<file path="src/abc_pkg.sv">
// Shared types and constants for the accelerometer bias calibrator.
// No dependencies; every other file of the block imports this package.
`default_nettype none

package abc_pkg;

  localparam int AXES      = 6;
  localparam int AXIS_W    = $clog2(AXES);
  localparam int SAMPLE_W  = 16;
  localparam int SUM_W     = 34;
  localparam int OUT_W     = 18;
  localparam int CNT_W     = 16;
  localparam int GRAV_W    = 15;
  localparam int OP_W      = 2;

  localparam logic [GRAV_W-1:0] GRAV_RESET = GRAV_W'(628);  // 9.81 * 64

  localparam int MAX_SAMPLES_DEF = 65535;
  localparam int SAMPLE_BITS_DEF = 16;

  localparam logic [OP_W-1:0] OP_CALIBRATE = 2'd0;
  localparam logic [OP_W-1:0] OP_APPLY     = 2'd1;
  localparam logic [OP_W-1:0] OP_CLEAR     = 2'd2;

  localparam logic [AXIS_W-1:0] AXIS_FIRST_ROLL  = AXIS_W'(0);
  localparam logic [AXIS_W-1:0] AXIS_SECOND_ROLL = AXIS_W'(3);

  typedef struct packed {
    logic             start;
    logic [SUM_W-1:0] dividend;  // two's complement
    logic [CNT_W-1:0] divisor;   // never zero when started
  } div_req_t;

  typedef struct packed {
    logic             done;
    logic [OUT_W-1:0] quot;      // low bits of the signed quotient
  } div_rsp_t;

endpackage

`default_nettype wire

</file>
<file path="src/abc_if.sv">
// Valid/ready channel interfaces for input items and result items.
// Depends on abc_pkg for field widths.
`default_nettype none

interface abc_item_if;
  import abc_pkg::*;

  logic                       valid;
  logic                       ready;
  logic [OP_W-1:0]            operation;
  logic signed [SAMPLE_W-1:0] first_roll;
  logic signed [SAMPLE_W-1:0] first_pitch;
  logic signed [SAMPLE_W-1:0] first_yaw;
  logic signed [SAMPLE_W-1:0] second_roll;
  logic signed [SAMPLE_W-1:0] second_pitch;
  logic signed [SAMPLE_W-1:0] second_yaw;

  modport source (
    output valid, operation, first_roll, first_pitch, first_yaw,
           second_roll, second_pitch, second_yaw,
    input  ready
  );

  modport sink (
    input  valid, operation, first_roll, first_pitch, first_yaw,
           second_roll, second_pitch, second_yaw,
    output ready
  );
endinterface

interface abc_result_if;
  import abc_pkg::*;

  logic                    valid;
  logic                    ready;
  logic signed [OUT_W-1:0] out_first_roll;
  logic signed [OUT_W-1:0] out_first_pitch;
  logic signed [OUT_W-1:0] out_first_yaw;
  logic signed [OUT_W-1:0] out_second_roll;
  logic signed [OUT_W-1:0] out_second_pitch;
  logic signed [OUT_W-1:0] out_second_yaw;
  logic [CNT_W-1:0]        samples_taken;

  modport source (
    output valid, out_first_roll, out_first_pitch, out_first_yaw,
           out_second_roll, out_second_pitch, out_second_yaw, samples_taken,
    input  ready
  );

  modport sink (
    input  valid, out_first_roll, out_first_pitch, out_first_yaw,
           out_second_roll, out_second_pitch, out_second_yaw, samples_taken,
    output ready
  );
endinterface

`default_nettype wire

</file>
<file path="src/abc_div.sv">
// Bit-serial restoring divider: signed running sum over unsigned sample count,
// truncated toward zero, one quotient bit per cycle. Depends on abc_pkg.
`default_nettype none

module abc_div (
  input  logic              clk_i,
  input  logic              rst_ni,
  input  abc_pkg::div_req_t req_i,
  output abc_pkg::div_rsp_t rsp_o
);
  import abc_pkg::*;

  localparam int STEP_W = $clog2(SUM_W);

  logic              busy_q;
  logic              done_q;
  logic              neg_q;
  logic [STEP_W-1:0] step_q;
  logic [CNT_W-1:0]  rem_q;
  logic [CNT_W-1:0]  dvs_q;
  logic [SUM_W-1:0]  quo_q;   // dividend bits shift out, quotient bits shift in

  logic [SUM_W-1:0]  mag;
  logic [CNT_W+1:0]  diff;
  logic              ge;
  logic [CNT_W-1:0]  rem_d;

  assign mag   = req_i.dividend[SUM_W-1] ? (~req_i.dividend + SUM_W'(1)) : req_i.dividend;
  assign diff  = {1'b0, rem_q, quo_q[SUM_W-1]} - {2'b00, dvs_q};
  assign ge    = ~diff[CNT_W+1];
  assign rem_d = ge ? diff[CNT_W-1:0] : {rem_q[CNT_W-2:0], quo_q[SUM_W-1]};

  always_ff @(posedge clk_i or negedge rst_ni) begin
    if (!rst_ni) begin
      busy_q <= 1'b0;
      done_q <= 1'b0;
      step_q <= '0;
    end else begin
      done_q <= busy_q && !req_i.start && (step_q == '0);
      if (req_i.start) begin
        busy_q <= 1'b1;
        step_q <= STEP_W'(SUM_W - 1);
      end else if (busy_q) begin
        if (step_q == '0) begin
          busy_q <= 1'b0;
        end else begin
          step_q <= step_q - STEP_W'(1);
        end
      end
    end
  end

  always_ff @(posedge clk_i) begin
    if (req_i.start) begin
      quo_q <= mag;
      rem_q <= '0;
      dvs_q <= req_i.divisor;
      neg_q <= req_i.dividend[SUM_W-1];
    end else if (busy_q) begin
      quo_q <= {quo_q[SUM_W-2:0], ge};
      rem_q <= rem_d;
    end
  end

  assign rsp_o.done = done_q;
  assign rsp_o.quot = neg_q ? (~quo_q[OUT_W-1:0] + OUT_W'(1)) : quo_q[OUT_W-1:0];

endmodule

`default_nettype wire

</file>
<file path="src/accel_bias_calibrator.sv">
// Six-axis accelerometer bias calibrator; uses abc_pkg, abc_if and abc_div.
// Calibrate below the count limit runs six 34-step serial divisions, one per
// axis; apply, saturated calibrate, clear or reserved run no division. One item
// at a time; the result register frees the input side while a result waits.
// Reset clears sums, biases, count at once through per-entry valid bits and
// loads gravity_offset with 628.
`default_nettype none

module accel_bias_calibrator #(
  parameter int MAX_SAMPLES = abc_pkg::MAX_SAMPLES_DEF,
  parameter int SAMPLE_BITS = abc_pkg::SAMPLE_BITS_DEF
) (
  input  logic                        clk_i,
  input  logic                        rst_ni,
  input  logic                        gravity_offset_we_i,
  input  logic [abc_pkg::GRAV_W-1:0]  gravity_offset_i,
  abc_item_if.sink                    item_i,
  abc_result_if.source                result_o
);
  import abc_pkg::*;

  localparam int  KEEP     = (SAMPLE_BITS < SAMPLE_W) ? SAMPLE_BITS : SAMPLE_W;
  localparam bit  SIGN_EXT = (SAMPLE_BITS <= SAMPLE_W);
  localparam int  ENTRY_W  = SUM_W + OUT_W;

  typedef enum logic [2:0] {
    StIdle,
    StRead,
    StExec,
    StDiv,
    StFinish
  } state_e;

  // take the low SAMPLE_BITS as two's complement (SAMPLE_BITS above SAMPLE_W: all bits, zero-extended)
  function automatic logic [SUM_W-1:0] ext_sample(input logic [SAMPLE_W-1:0] raw);
    logic [SUM_W-1:0] v;
    logic             fill;
    fill = SIGN_EXT ? raw[KEEP-1] : 1'b0;
    for (int b = 0; b < SAMPLE_W; b++) begin
      v[b] = (b < KEEP) ? raw[b] : fill;
    end
    for (int b = SAMPLE_W; b < SUM_W; b++) begin
      v[b] = fill;
    end
    return v;
  endfunction

  state_e              state_q;
  logic [GRAV_W-1:0]   gravity_q;
  logic [CNT_W-1:0]    count_q;
  logic [AXES-1:0]     valid_q;
  logic [AXIS_W-1:0]   axis_q;
  logic                update_q;
  logic                apply_q;
  logic [SAMPLE_W-1:0] samples_q [AXES];
  logic [OUT_W-1:0]    res_q [AXES];
  logic [SUM_W-1:0]    newsum_q;

  // sum/bias store, one entry per axis, registered read
  logic [ENTRY_W-1:0]  mem_q [AXES];
  logic [ENTRY_W-1:0]  rdata_q;
  logic                rd_valid_q;

  logic                out_valid_q;
  logic [OUT_W-1:0]    out_q [AXES];
  logic [CNT_W-1:0]    out_cnt_q;

  logic                item_acc;
  logic [SUM_W-1:0]    rd_sum;
  logic [OUT_W-1:0]    rd_bias;
  logic [SUM_W-1:0]    smp;
  logic [SUM_W-1:0]    addend;
  logic [SUM_W-1:0]    newsum_d;
  logic [SUM_W-1:0]    applied;
  logic                is_roll;
  logic                last_axis;
  logic                out_free;
  div_req_t            div_req;
  div_rsp_t            div_rsp;

  assign item_i.ready = (state_q == StIdle);
  assign item_acc     = item_i.valid && item_i.ready;
  assign out_free     = !out_valid_q || result_o.ready;

  assign rd_sum    = rd_valid_q ? rdata_q[ENTRY_W-1:OUT_W] : '0;
  assign rd_bias   = rd_valid_q ? rdata_q[OUT_W-1:0] : '0;
  assign smp       = ext_sample(samples_q[axis_q]);
  assign is_roll   = (axis_q == AXIS_FIRST_ROLL) || (axis_q == AXIS_SECOND_ROLL);
  assign addend    = is_roll ? (smp - {{(SUM_W-GRAV_W){1'b0}}, gravity_q}) : smp;
  assign newsum_d  = rd_sum + addend;
  assign applied   = smp - {{(SUM_W-OUT_W){rd_bias[OUT_W-1]}}, rd_bias};
  assign last_axis = (axis_q == AXIS_W'(AXES - 1));

  assign div_req.start    = (state_q == StExec) && update_q;
  assign div_req.dividend = newsum_d;
  assign div_req.divisor  = count_q;

  abc_div u_div (
    .clk_i  (clk_i),
    .rst_ni (rst_ni),
    .req_i  (div_req),
    .rsp_o  (div_rsp)
  );

  always_ff @(posedge clk_i or negedge rst_ni) begin
    if (!rst_ni) begin
      gravity_q <= GRAV_RESET;
    end else if (gravity_offset_we_i) begin
      gravity_q <= gravity_offset_i;
    end
  end

  always_ff @(posedge clk_i) begin
    if (item_acc) begin
      samples_q[0] <= item_i.first_roll;
      samples_q[1] <= item_i.first_pitch;
      samples_q[2] <= item_i.first_yaw;
      samples_q[3] <= item_i.second_roll;
      samples_q[4] <= item_i.second_pitch;
      samples_q[5] <= item_i.second_yaw;
    end
  end

  // Each axis is read, and any update written back, before the next read, so
  // accesses to one entry never overlap.
  always_ff @(posedge clk_i) begin
    if (state_q == StRead) begin
      rdata_q    <= mem_q[axis_q];
      rd_valid_q <= valid_q[axis_q];
    end
    if ((state_q == StDiv) && div_rsp.done) begin
      mem_q[axis_q] <= {newsum_q, div_rsp.quot};
    end
  end

  always_ff @(posedge clk_i or negedge rst_ni) begin
    if (!rst_ni) begin
      state_q     <= StIdle;
      count_q     <= '0;
      valid_q     <= '0;
      axis_q      <= '0;
      update_q    <= 1'b0;
      apply_q     <= 1'b0;
      newsum_q    <= '0;
      out_valid_q <= 1'b0;
      out_cnt_q   <= '0;
      for (int a = 0; a < AXES; a++) begin
        res_q[a] <= '0;
        out_q[a] <= '0;
      end
    end else begin
      // in StFinish the register is reloaded below whenever it drains
      if (out_valid_q && result_o.ready && (state_q != StFinish)) begin
        out_valid_q <= 1'b0;
      end
      case (state_q)
        StIdle: begin
          if (item_acc) begin
            axis_q   <= '0;
            update_q <= (item_i.operation == OP_CALIBRATE) &&
                        (count_q < CNT_W'(MAX_SAMPLES));
            apply_q  <= (item_i.operation == OP_APPLY);
            case (item_i.operation)
              OP_CALIBRATE: begin
                if (count_q < CNT_W'(MAX_SAMPLES)) begin
                  count_q <= count_q + CNT_W'(1);
                end
                state_q <= StRead;
              end
              OP_APPLY: begin
                state_q <= StRead;
              end
              OP_CLEAR: begin
                count_q <= '0;
                valid_q <= '0;
                for (int a = 0; a < AXES; a++) res_q[a] <= '0;
                state_q <= StFinish;
              end
              default: begin
                for (int a = 0; a < AXES; a++) res_q[a] <= '0;
                state_q <= StFinish;
              end
            endcase
          end
        end
        StRead: begin
          state_q <= StExec;
        end
        StExec: begin
          if (update_q) begin
            newsum_q <= newsum_d;
            state_q  <= StDiv;
          end else begin
            res_q[axis_q] <= apply_q ? applied[OUT_W-1:0] : rd_bias;
            axis_q        <= axis_q + AXIS_W'(1);
            state_q       <= last_axis ? StFinish : StRead;
          end
        end
        StDiv: begin
          if (div_rsp.done) begin
            res_q[axis_q]   <= div_rsp.quot;
            valid_q[axis_q] <= 1'b1;
            axis_q          <= axis_q + AXIS_W'(1);
            state_q         <= last_axis ? StFinish : StRead;
          end
        end
        StFinish: begin
          if (out_free) begin
            out_valid_q <= 1'b1;
            out_cnt_q   <= count_q;
            for (int a = 0; a < AXES; a++) out_q[a] <= res_q[a];
            state_q <= StIdle;
          end
        end
        default: begin
          state_q <= StIdle;
        end
      endcase
    end
  end

  assign result_o.valid            = out_valid_q;
  assign result_o.out_first_roll   = out_q[0];
  assign result_o.out_first_pitch  = out_q[1];
  assign result_o.out_first_yaw    = out_q[2];
  assign result_o.out_second_roll  = out_q[3];
  assign result_o.out_second_pitch = out_q[4];
  assign result_o.out_second_yaw   = out_q[5];
  assign result_o.samples_taken    = out_cnt_q;

  a_count_bound: assert property (@(posedge clk_i) disable iff (!rst_ni)
    count_q <= CNT_W'(MAX_SAMPLES))
    else $error("sample count above limit");

  a_count_on_item: assert property (@(posedge clk_i) disable iff (!rst_ni)
    !$stable(count_q) |-> $past(item_acc))
    else $error("sample count moved without an accepted beat");

  a_clear_all: assert property (@(posedge clk_i) disable iff (!rst_ni)
    (item_acc && (item_i.operation == OP_CLEAR)) |=> (valid_q == '0) && (count_q == '0))
    else $error("clear left state behind");

  a_div_done_state: assert property (@(posedge clk_i) disable iff (!rst_ni)
    div_rsp.done |-> (state_q == StDiv))
    else $error("divider finished outside the divide step");

endmodule

`default_nettype wire
</file>
<file path="src/flat_wrapper.sv">
// flat-port wrapper written by rule: the top's interface ports become plain ports
module accel_bias_calibrator_flat import abc_pkg::*;
#(
  parameter int MAX_SAMPLES = abc_pkg::MAX_SAMPLES_DEF,
  parameter int SAMPLE_BITS = abc_pkg::SAMPLE_BITS_DEF
)
  (clk_i, rst_ni, gravity_offset_we_i, gravity_offset_i, item_i_valid, item_i_operation, item_i_first_roll, item_i_first_pitch, item_i_first_yaw, item_i_second_roll, item_i_second_pitch, item_i_second_yaw, item_i_ready, result_o_valid, result_o_out_first_roll, result_o_out_first_pitch, result_o_out_first_yaw, result_o_out_second_roll, result_o_out_second_pitch, result_o_out_second_yaw, result_o_samples_taken, result_o_ready);
  abc_item_if item_i_i ();
  abc_result_if result_o_i ();
  input  logic clk_i;
  input  logic rst_ni;
  input  logic gravity_offset_we_i;
  input  logic [abc_pkg::GRAV_W-1:0] gravity_offset_i;
  input wire logic [$bits(item_i_i.valid)-1:0] item_i_valid;
  input wire logic [$bits(item_i_i.operation)-1:0] item_i_operation;
  input wire logic [$bits(item_i_i.first_roll)-1:0] item_i_first_roll;
  input wire logic [$bits(item_i_i.first_pitch)-1:0] item_i_first_pitch;
  input wire logic [$bits(item_i_i.first_yaw)-1:0] item_i_first_yaw;
  input wire logic [$bits(item_i_i.second_roll)-1:0] item_i_second_roll;
  input wire logic [$bits(item_i_i.second_pitch)-1:0] item_i_second_pitch;
  input wire logic [$bits(item_i_i.second_yaw)-1:0] item_i_second_yaw;
  output wire logic [$bits(item_i_i.ready)-1:0] item_i_ready;
  output wire logic [$bits(result_o_i.valid)-1:0] result_o_valid;
  output wire logic [$bits(result_o_i.out_first_roll)-1:0] result_o_out_first_roll;
  output wire logic [$bits(result_o_i.out_first_pitch)-1:0] result_o_out_first_pitch;
  output wire logic [$bits(result_o_i.out_first_yaw)-1:0] result_o_out_first_yaw;
  output wire logic [$bits(result_o_i.out_second_roll)-1:0] result_o_out_second_roll;
  output wire logic [$bits(result_o_i.out_second_pitch)-1:0] result_o_out_second_pitch;
  output wire logic [$bits(result_o_i.out_second_yaw)-1:0] result_o_out_second_yaw;
  output wire logic [$bits(result_o_i.samples_taken)-1:0] result_o_samples_taken;
  input wire logic [$bits(result_o_i.ready)-1:0] result_o_ready;
  assign item_i_i.valid = item_i_valid;
  assign item_i_i.operation = item_i_operation;
  assign item_i_i.first_roll = item_i_first_roll;
  assign item_i_i.first_pitch = item_i_first_pitch;
  assign item_i_i.first_yaw = item_i_first_yaw;
  assign item_i_i.second_roll = item_i_second_roll;
  assign item_i_i.second_pitch = item_i_second_pitch;
  assign item_i_i.second_yaw = item_i_second_yaw;
  assign item_i_ready = item_i_i.ready;
  assign result_o_valid = result_o_i.valid;
  assign result_o_out_first_roll = result_o_i.out_first_roll;
  assign result_o_out_first_pitch = result_o_i.out_first_pitch;
  assign result_o_out_first_yaw = result_o_i.out_first_yaw;
  assign result_o_out_second_roll = result_o_i.out_second_roll;
  assign result_o_out_second_pitch = result_o_i.out_second_pitch;
  assign result_o_out_second_yaw = result_o_i.out_second_yaw;
  assign result_o_samples_taken = result_o_i.samples_taken;
  assign result_o_i.ready = result_o_ready;
  accel_bias_calibrator #(.MAX_SAMPLES(MAX_SAMPLES), .SAMPLE_BITS(SAMPLE_BITS)) u_core (.clk_i(clk_i), .rst_ni(rst_ni), .gravity_offset_we_i(gravity_offset_we_i), .gravity_offset_i(gravity_offset_i), .item_i(item_i_i), .result_o(result_o_i));
endmodule
</file>
<file path="config.mk">
export PLATFORM = sky130hd
export DESIGN_NAME = accel_bias_calibrator_flat
export DESIGN_NICKNAME = d
export VERILOG_FILES = /design/src/abc_pkg.sv /design/src/abc_if.sv /design/src/abc_div.sv /design/src/accel_bias_calibrator.sv /design/src/flat_wrapper.sv
export SDC_FILE = /design/constraint.sdc
export NUM_CORES = 1
export LEC_CHECK = 0
export BUFFER_PORTS_ARGS = -buffer_cell sky130_fd_sc_hd__buf_2
export CAP_MARGIN = 20
export CORE_MARGIN = 4
export CORE_UTILIZATION = 44
export DETAILED_ROUTE_END_ITERATION = 8
export HOLD_SLACK_MARGIN = 0.06
export SETUP_SLACK_MARGIN = 0.1
export SYNTH_ARGS = -nofsm -noshare
export SYNTH_HDL_FRONTEND = slang
export SYNTH_SLANG_ARGS = --single-unit
</file>
<file path="constraint.sdc">
create_clock -name clk_i -period 7.2 [get_ports clk_i]
set_input_delay 2.16 -clock clk_i [delete_from_list [all_inputs] [get_ports clk_i]]
set_output_delay 2.16 -clock clk_i [all_outputs]
set_load 0.1 [all_outputs]
</file>
[Word-level counts from Yosys, hierarchy flattened]
Memory sizes are Yosys's and may differ from the RTL's. A register that Yosys moved wholly into a read port is not among the register bits.
Cells that the tools add are included.
Word-level totals
  output and inout bits: 126
  input port bits: 118
  register bits: 388
  memories kept: 2
  word-level logic and storage cells: 152
  bits in writable memories: 408
Operators by class
  $lt $le $gt $ge: 5
  mux-type cells: 52
  reduce and logical (&&, ||, !) cells: 32
  equal/unequal tests: 17
  bitwise operators: 5
  add/sub/neg operators: 9
Memory list
  u_core.mem_q: words 6, bits a word 52, read ports 1, clocked after Yosys merged registers in 1, write ports 1, line accel_bias_calibrator.sv:60  | logic [ENTRY_W-1:0] mem_q [AXES];
  u_core.samples_q: words 6, bits a word 16, read ports 1, clocked after Yosys merged registers in 0, write ports 6, line accel_bias_calibrator.sv:55  | logic [SAMPLE_W-1:0] samples_q [AXES];
Operators with widths (number)
  108-bit 2-to-1 mux: 4
  108-bit case mux with 3 select lines: 1
  108-bit bitwise mux: 2
  34-bit 2-to-1 mux: 5
  18-bit 2-to-1 mux: 4
  18-bit demux with 3-bit select: 1
  6-bit 2-to-1 mux: 6
  34-bit by 1-bit adder with 34-bit output, second input constant: 1
  34-bit adder: 1
  34-bit inverter: 1
  16-bit 2-to-1 mux: 2
  16-bit case mux with 2 select lines: 1
  3-bit 2-to-1 mux: 9
  18-bit by 1-bit adder with 18-bit output, second input constant: 1
  18-bit inverter: 1
  16-bit by 18-bit subtractor with 18-bit output: 1
  17-bit by 16-bit subtractor with 18-bit output: 1
  16-bit by 16-bit subtractor with 17-bit output: 1
  16-bit by 1-bit adder with 16-bit output, second input constant: 1
  16-bit less-than comparator, second input constant: 1
  3-bit case mux with 5 select lines: 1
  2-bit inequality test, second input constant: 7
  1-bit 2-to-1 mux: 12
  6-bit case mux with 2 select lines: 1
  other kinds (32): 54

[Longest topological paths before layout]
Gate-level depths: netlist of run 1.
  depth after elaboration: 8
  depth in mapped cells: 36
  mapped depth without buffers: 31

[By module]
From an unflattened synthesis of run 1, not the netlist that was laid out.
Unflattened totals
  cell total of the unflattened synthesis: 3047
  area, all modules: 38379.3 µm²
By module, submodules not included
  accel_bias_calibrator: instances 1, seq. area each 21657.0 µm², area an instance 33364.5 µm², cells each 2498
  abc_div: instances 1, seq. area each 2052.0 µm², area an instance 5014.8 µm², cells each 549

[Worst setup path before layout of run 1]
OpenSTA, ideal clock, no wires.
  path type: register -> register
  start: register u_core.axis_q[1]
  end: register u_core.u_div.quo_q[31], data pin
  clock period less this slack: 7290 ps
  cell stages (with the launch flop): 35
  buffers on the path: 4
  required time: 6934 ps
  arrival time: 7024 ps
  slack: -90 ps
  library setup time: 266 ps
  cell sequence: dfrtp_1 clkbuf_1 clkbuf_1 buf_1 mux2i_1 nor2_1 a21oi_1 nor2_1 a221oi_1 ha_1 nor2b_1 o21ai_0 a21boi_0 o21ai_0 a21boi_0 o21ai_0 nand2b_1 a311o_1 a31oi_1 o21ai_0 a211oi_1 xor2_1 ha_1 clkbuf_1 nand3_1 a211oi_1 a21boi_1 a21boi_0 mux2_2 or3_1 a311o_1 nor4_4 a41oi_2 xnor2_1 o21ai_1
On the way
  word-level cells in the longest chain between the ends: 8
  elaborated cells between the ends (all ways): 11
  those cells by class: add/sub (3); eq/ne (1); mux (3); bitwise (1); reduce/logical (2); memory (1)
RTL lines
  start, declared: line accel_bias_calibrator.sv:52  | logic [AXIS_W-1:0] axis_q;
  start signal, assigned: line accel_bias_calibrator.sv:195  | axis_q <= axis_q + AXIS_W'(1);
  start signal, assigned: line accel_bias_calibrator.sv:203  | axis_q <= axis_q + AXIS_W'(1);
  memory read 6 x 16 bit (tied with other cells)
  16-bit by 16-bit subtractor with 17-bit output or 1-bit logical OR (tied branches): line accel_bias_calibrator.sv:89, accel_bias_calibrator.sv:88
  34-bit 2-to-1 mux *: line accel_bias_calibrator.sv:89  | assign addend = is_roll ? (smp - {{(SUM_W-GRAV_W){1'b0}}, gravity_q}) : smp;
  34-bit adder *: line accel_bias_calibrator.sv:90  | assign newsum_d = rd_sum + addend;
  34-bit inverter: line abc_div.sv:28  | assign mag = req_i.dividend[SUM_W-1] ? (~req_i.dividend + SUM_W'(1)) : req_i.dividend;
  34-bit by 1-bit adder with 34-bit output: line abc_div.sv:28
  34-bit 2-to-1 mux *: line abc_div.sv:28
  34-bit 2-to-1 mux *: line abc_div.sv:54  | if (req_i.start) begin
  end signal, assigned: line abc_div.sv:55  | quo_q <= mag;
  end signal, assigned: line abc_div.sv:60  | quo_q <= {quo_q[SUM_W-2:0], ge};
  end, declared: line abc_div.sv:21  | logic [SUM_W-1:0] quo_q;
Mark *: on every way between the ends. The rest lies on a longest branch, timed or not.
A chain may end at the register's enable or synchronous reset.

[Final worst setup path of run 1]
Same ends and word-level chain as after synthesis.

==> metrics.md, run 1 <==
| Metric | Value |
|---|---|
| Routability congestion estimate from global placement | 0.929 |
| Most frequent CP cell | o21ai_1 |
| EDFF count, synth | a little over 500 |
| Peak VDD IR | 0.000325 V |
| Tot Pwr | 0.0222 W |
| Yosys warns | 0 |
| Final wirelength | 111,000 microns |
| Multi-input gate area | 13,700 sq um |
| CTS tree | yes |
| Routed vias/inst | around 5.8 |
| Grt ovf | 0 |
| Clock Sinks | approximately 850 |
| Worst-path clk slew | 0.06 ns |
| Site row count | ~110 |
| Yosys reg bits | 848 |
| PwrDens | roughly 500 nW/um^2 |
| Initial antenna violation count | 3 |
| Critical path class | flop to flop |
| Count of input and output buffers | 243 |
| Worst skew pair latency | around 0.67 ns |
| DRC viols | 0 |
| Die height | between 300 and 400 microns |
| Syn Area/Cell | approximately 12 sq um |
| GRT Resource Usage Total | 0.239 |
| IO Count | ~240 |
| Final setup fails | 0 |
| Die Width | just over 300 microns |
| Slowest stage delay, CP | between 0.5 and 0.6 ns |
| Largest net degree at the start of global routing | 116 |
| Max Cap Viol | 0 |
| Starting Density | 0.446 |
| CTS Root Cell | clkbuf_16 |
| Area Growth Syn to Fin | 16.8% |
| Fraction of registers with async set/reset | 0.377 |
| H-tree depth | 3 |
| Setup TNS | 0 ns |
| CP max-delay cell | dfrtp_4 |
| Crit Path Max Fanout | 6 |
| CP Data Required Time | between 7 and 8 ns |
| Worst-margin pin slew | 1.18 ns |
| Post-Syn Area | between 30,000 and 40,000 sq um |
| Post-synth cell types | a little under 90 |
| RSZ-0062 raised after global routing | no |
| CP arrival | slightly above 7 ns |
| Clk_skew | 0.0448 ns |
| Inserted Clock Buffers | 90 |
| DR pass1 iterations | 7 |
| Final ANT Viol Nets | 0 |
| Fraction of layout cells with a size suffix above 1 | 0.211 |
| Post-DR wirelength/cell | ~24 microns |
| FF/Latch Area | ~24,000 sq um |
| Post-synth top cells | edfxtp_1 (512), nand2_1 (327), dfrtp_1 (315) |
| Area contributors post-synth | edfxtp_1 (40%), dfrtp_1 (21%), mux2_2 (4.0%), nand2_1 (3.2%), a21oi_1 (3.0%) |
| HP Class | flop to flop |
| Status | completed |
| Type of origin of the critical path | flop |
| Max_slew headroom | 0.208 |
| Post-synth top area share | 0.403 |
| Vias in the first global route | between 20,000 and 30,000 |
| Initial DRC count | 2,248 |
| Largest area contributor in the synthesized netlist | edfxtp_1 |
| Core footprint | roughly 86,000 sq um |
| Post-route clock period utilization | 0.949 |
| Fmax | about 0.15 GHz |
| Instance count of the mapped netlist | about 3,100 |
| Nets@finish | 3,639 |
| Max-slew violations | 0 |
| CTS Buffer Depth | 3 |
| Die area | around 90,000 sq um |
| Register area share after synthesis | 0.621 |
| Syn nets | roughly 3,300 |
| Top FF cell, synth | edfxtp_1 |
| Crit path time final | between 6 and 7 ns |
| Global-route wire length before repair | 167,000 microns |
| Worst Setup End Kind | flop |
| DR vias | roughly 27,000 |
| Final Hold Fails | 0 |
| DP HPWL | 76,200 microns |
| Fill count | approximately 7,300 |
| Most frequent cell after synthesis | edfxtp_1 |
| Pleak | around 18 nW |
==> sequential cells by signal (all words and copies together), names as in the netlist, 18 cells and up <==
signal / flops
u_core.samples_q: 96
u_core.result_o.out_second_yaw: 18
u_core.result_o.out_first_roll: 18
u_core.result_o.out_first_pitch: 18
u_core.mem_q: 312
u_core.result_o.out_second_pitch: 18
u_core.result_o.out_first_yaw: 18
u_core.result_o.out_second_roll: 18
u_core.rdata_q: 52
u_core.res_q: 108
u_core.u_div.quo_q: 34
u_core.newsum_q: 34
==> layout by cell type, fill, tap and decap left out, drive strengths merged, types with 17 or more instances in the layout <==
cell / n
edfxtp: 512
buf: 367
nand2: 327
dfrtp: 315
a21oi: 235
nor2: 219
o21ai: 174
mux2: 135
a22oi: 119
clkbuf: 111
inv: 92
ha: 84
xnor2: 76
mux2i: 54
xor2: 49
nor3: 48
o22a: 47
nand3: 43
o221ai: 42
clkinv: 42
and2: 35
o211ai: 34
a22o: 34
a31oi: 25
a21o: 23
o31ai: 17
==> per-layer routing <==
layer	track usage	up-vias	share of wire
met3	0.0285	179	0.059
li1	-	12300	-
met5	0	-	0
met2	0.402	946	0.48
met1	0.329	13700	0.43
met4	0.0729	0	0.030
==> stage by stage <==
stage | hold WS (ns) | util | cells | setup slack [ns] | instance area (sq um)
after floorplan | 0.446 | - | 3137 | 0.207 | 38200
after global placement | 0.471 | 0.481 | 4470 | 0.133 | 41200
after detailed placement | 0.477 | 0.482 | 4477 | 0.0185 | 41300
after CTS | 0.491 | 0.519 | 4647 | 0.135 | 44400
after global routing | 0.512 | 0.521 | 4656 | 0.0529 | 44600
final | 0.494 | 0.521 | 4656 | 0.365 | 44600
==> cells by family (layout without fill, tap and decap cells) <==
logic type               after synthesis  count (layout)  synth area share
AO/OA/AOI/OAI                        850             850             0.149
XOR/XNOR                             125             125            0.0289
adder cells (fa/ha/maj)               88              88            0.0296
buffers and inverters                253             627            0.0258
flip-flops                           848             848             0.621
multiplexers                         189             189            0.0541
other                                  0               1                 0
AND/OR/NAND/NOR                      784             784            0.0917
==> worst paths after layout <==
kind / from / to / slack (ns) / depth (start not counted)
max: u_core.axis_q[1] / u_core.u_div.quo_q[31] / 0.36 / 29
min: u_core.res_q[2] / u_core.res_q[2] / 0.49 / 2
max reg2reg: u_core.axis_q[1] / u_core.u_div.quo_q[31] / 0.36 / 29
min reg2reg: u_core.res_q[2] / u_core.res_q[2] / 0.49 / 2
max in group asynchronous: rst_ni / u_core.axis_q[1] / 4.16 / 2
min in group asynchronous: rst_ni / u_core.gravity_q[0] / 1.49 / 1
==> cell type report <==
cell class	count	share of cell area
tap	1144	0.0321
inverter	90	0.00763
sequential	848	0.532
timing repair buffer	367	0.0508
antenna	1	0.0000561
clock buffer	111	0.0548
clock inverter	59	0.0143
multi-input combinational	2036	0.308
==> worst max-delay path, delay by kind of cell (launching register included) <==
family,cells,cell delay (ns)
buffers and inverters,1,0.18
adder cells (fa/ha/maj),2,0.71
multiplexers,1,0.29
flip-flops,1,0.53
XOR/XNOR,2,0.32
AND/OR/NAND/NOR,6,1.29
AO/OA/AOI/OAI,17,3.21
==> where the power goes <==
| group | switching [W] | total [W] | internal [W] |
|---|---|---|---|
| Sequential | 0.000476 | 0.00644 | 0.00596 |
| Clock | 0.00200 | 0.00473 | 0.00273 |
| Combinational | 0.00686 | 0.0110 | 0.00413 |
| Total | 0.00933 | 0.0222 | 0.0128 |
==> timing repair <==
item,CTS,global route
resized for setup,5,42
buffers inserted,0,8
pin swaps,0,22
hold buffers,0,0
hold endpoints to repair,0,0
endpoints found under the setup margin,9,35
No activity file was read; power rests on OpenSTA's default activity.
==> run 2, diff against run 1 <==
- PLACE_DENSITY: not set -> 0.74
==> run 2 against run 1 <==
Sequential power about the same. Non-clock buffer count decreased by 1. Flip-flop and latch count unchanged. Design area decreased by 0.45%. Sequential share of layout area increased by 0.24 points. Largest power group unchanged. Highest routed layer is now met5.
==> metrics.md, run 2 (same netlist as run 1, synthesis figures left out) <==
| Metric | Value |
|---|---|
| Most frequent cells in the layout | edfxtp_1 (512), nand2_1 (326), dfrtp_1 (312) |
| CP max-delay cell | ha_1 |
| DR vias | roughly 27,000 |
| IO Count | 244 |
| Worst r2r src | u_core.axis_q[1] |
| Regs by FF count | u_core.mem_q: 312 flops, u_core.res_q: 108 flops, u_core.samples_q: 96 flops |
| Setup TNS | 0 ns |
| FF-to-FF End | u_core.u_div.quo_q[31] |
| Post-DR wirelength/cell | roughly 23 microns |
| Grt ovf | 0 |
| Fill count | roughly 7,100 |
| Hold slack | roughly 0.48 ns |
| Crit path to | u_core.u_div.quo_q[31] |
| R2r setup slk | 0.45 ns |
| Die height | between 300 and 400 microns |
| Fmax | ~0.15 GHz |
| Core footprint | between 80,000 and 90,000 sq um |
| DP HPWL | between 70,000 and 80,000 microns |
| CP arrival | around 7.1 ns |
| Clk_skew | 0.0254 ns |
| Die Width | 303 microns |
| Max_slew headroom | 0.135 |
| Critical path class | flop to flop |
| Global-route wire length before repair | about 160,000 microns |
| Nets@finish | around 3,600 |
| Max reg flops | about 310 |
| Fraction of layout cells with a size suffix above 1 | 0.206 |
| Peak VDD IR | 0.000347 V |
| Worst Setup End Kind | flop |
| Inserted Clock Buffers | between 80 and 90 |
| Final Hold Fails | 0 |
| Crit Path Max Fanout | 24 |
| Count of input and output buffers | about 240 |
| CTS tree | yes |
| Tot Pwr | roughly 0.022 W |
| Area Growth Syn to Fin | 16.3% |
| CP Launch Point | u_core.axis_q[1] |
| Max-slew violations | 0 |
| Most frequent CP cell | buf_4 |
| Worst-path clk slew | 0.06 ns |
| Routed vias/inst | 5.87 |
| Buf+Inv Stages, Crit Path | 7 |
| CTS Root Cell | clkbuf_16 |
| Max Cap Viol | 0 |
| Site row count | 107 |
| Crit path time final | slightly below 7 ns |
| Final ANT Viol Nets | 0 |
| Initial antenna violation count | 5 |
| Final setup fails | 0 |
| Slowest stage delay, CP | 0.51 ns |
| CTS Buffer Depth | 3 |
| DR pass1 iterations | 6 |
| Worst path depth | 28 |
| Largest Register | u_core.mem_q |
| Routability congestion estimate from global placement | 0.921 |
| Multi-input gate area | between 10,000 and 15,000 sq um |
| Pleak | 18.0 nW |
| Worst skew pair latency | 0.65 ns |
| Clock Sinks | approximately 850 |
| CP Data Required Time | 7.56 ns |
| Status | completed |
| Largest net degree at the start of global routing | roughly 140 |
| Starting Density | 0.446 |
| Worst-margin pin slew | 1.29 ns |
| Final non-filler cell area | between 40,000 and 50,000 sq um |
| Dpl cell area | between 40,000 and 50,000 sq um |
| FF/Latch Area | around 24,000 sq um |
| Post-route clock period utilization | 0.938 |
| H-tree depth | 3 |
| RSZ-0062 raised after global routing | no |
| HP Class | flop to flop |
| DRC viols | 0 |
| Vias in the first global route | approximately 27,000 |
| PwrDens | 493 nW/um^2 |
| GRT Resource Usage Total | 0.225 |
| Final wirelength | 106,000 microns |
| Initial DRC count | roughly 2,700 |
| Die area | 91,500 sq um |
| FF-to-FF path depth | 28 |
| Type of origin of the critical path | flop |
| Commonest non-fill, non-tap cell in the layout | edfxtp_1 |
| CP top delay family | compound AO/OA/AOI/OAI gates |
==> run 2: cell count changes in the layout (fill, tap and decap cells not counted), moves of 3 or more <==
cell        previous run  this run
clkinv_2              22         7
clkbuf_8               7        13
clkinvlp_4             7        10
inv_16                 0         4
clkbuf_16             92        85
o21ai_2                4         0
clkbuf_1              12        16
clkinv_1              11         6
clkinv_8               4         0
==> run 2: worst min path at each step <==
stage / start / end / slack (ns) / cells past startpoint
5_1_grt: u_core.res_q[92] / u_core.res_q[92] / 0.50 / 2
2_1_floorplan: u_core.res_q[106] / u_core.res_q[106] / 0.45 / 2
6_report: u_core.apply_q / u_core.apply_q / 0.48 / 2
4_1_cts: u_core.apply_q / u_core.apply_q / 0.49 / 2
3_5_place_dp: u_core.res_q[70] / u_core.res_q[70] / 0.47 / 2
3_3_place_gp: u_core.res_q[19] / u_core.res_q[19] / 0.46 / 2
==> run 2: what timing repair did <==
item / CTS / global route
hold buffers: 0 / 0
setup endpoints to repair: 1 / 34
hold endpoints to repair: 0 / 0
buffers inserted: 0 / 5
gates resized for setup: 1 / 30
pin swaps: 0 / 4
==> run 2: cell type report <==
class                      count  area share
sequential                   848       0.534
multi-input combinational   2036       0.309
clock buffer                 114      0.0533
inverter                      90     0.00767
clock inverter                42      0.0130
timing repair buffer         366      0.0504
tap                         1144      0.0323
antenna                        2    0.000113
==> run 2: power breakdown <==
group,switching [W],internal (W)
logic,0.00675,0.00410
clock network,0.00195,0.00267
registers,0.000466,0.00596
==> run 2: metal layers <==
metal,track usage,share of wire,up-vias
met1,0.297,0.40,13500
met2,0.368,0.47,1201
li1,-,-,12200
met4,0.0996,0.044,4
met5,0,0.00028,-
met3,0.0366,0.077,245
==> run 2: stage by stage <==
step | setup WS, ns | std cells | util
CTS | 0.120 | 4633 | 0.516
global route | 0.0891 | 4641 | 0.519
finish | 0.448 | 4642 | 0.519
global placement | 0.283 | 4476 | 0.482
detailed placement | 0.160 | 4477 | 0.482
floorplan | 0.207 | 3137 | -
==> run 2: worst register-to-register path, delay by kind of cell, from the launching register on <==
kind            cells  cell delay, ns
mux                 2            0.42
flops               1            0.49
buf+inv             7            1.48
xor+xnor            2            0.41
fa+ha+maj           2            0.89
simple gates        5            1.22
compound gates     10            1.59
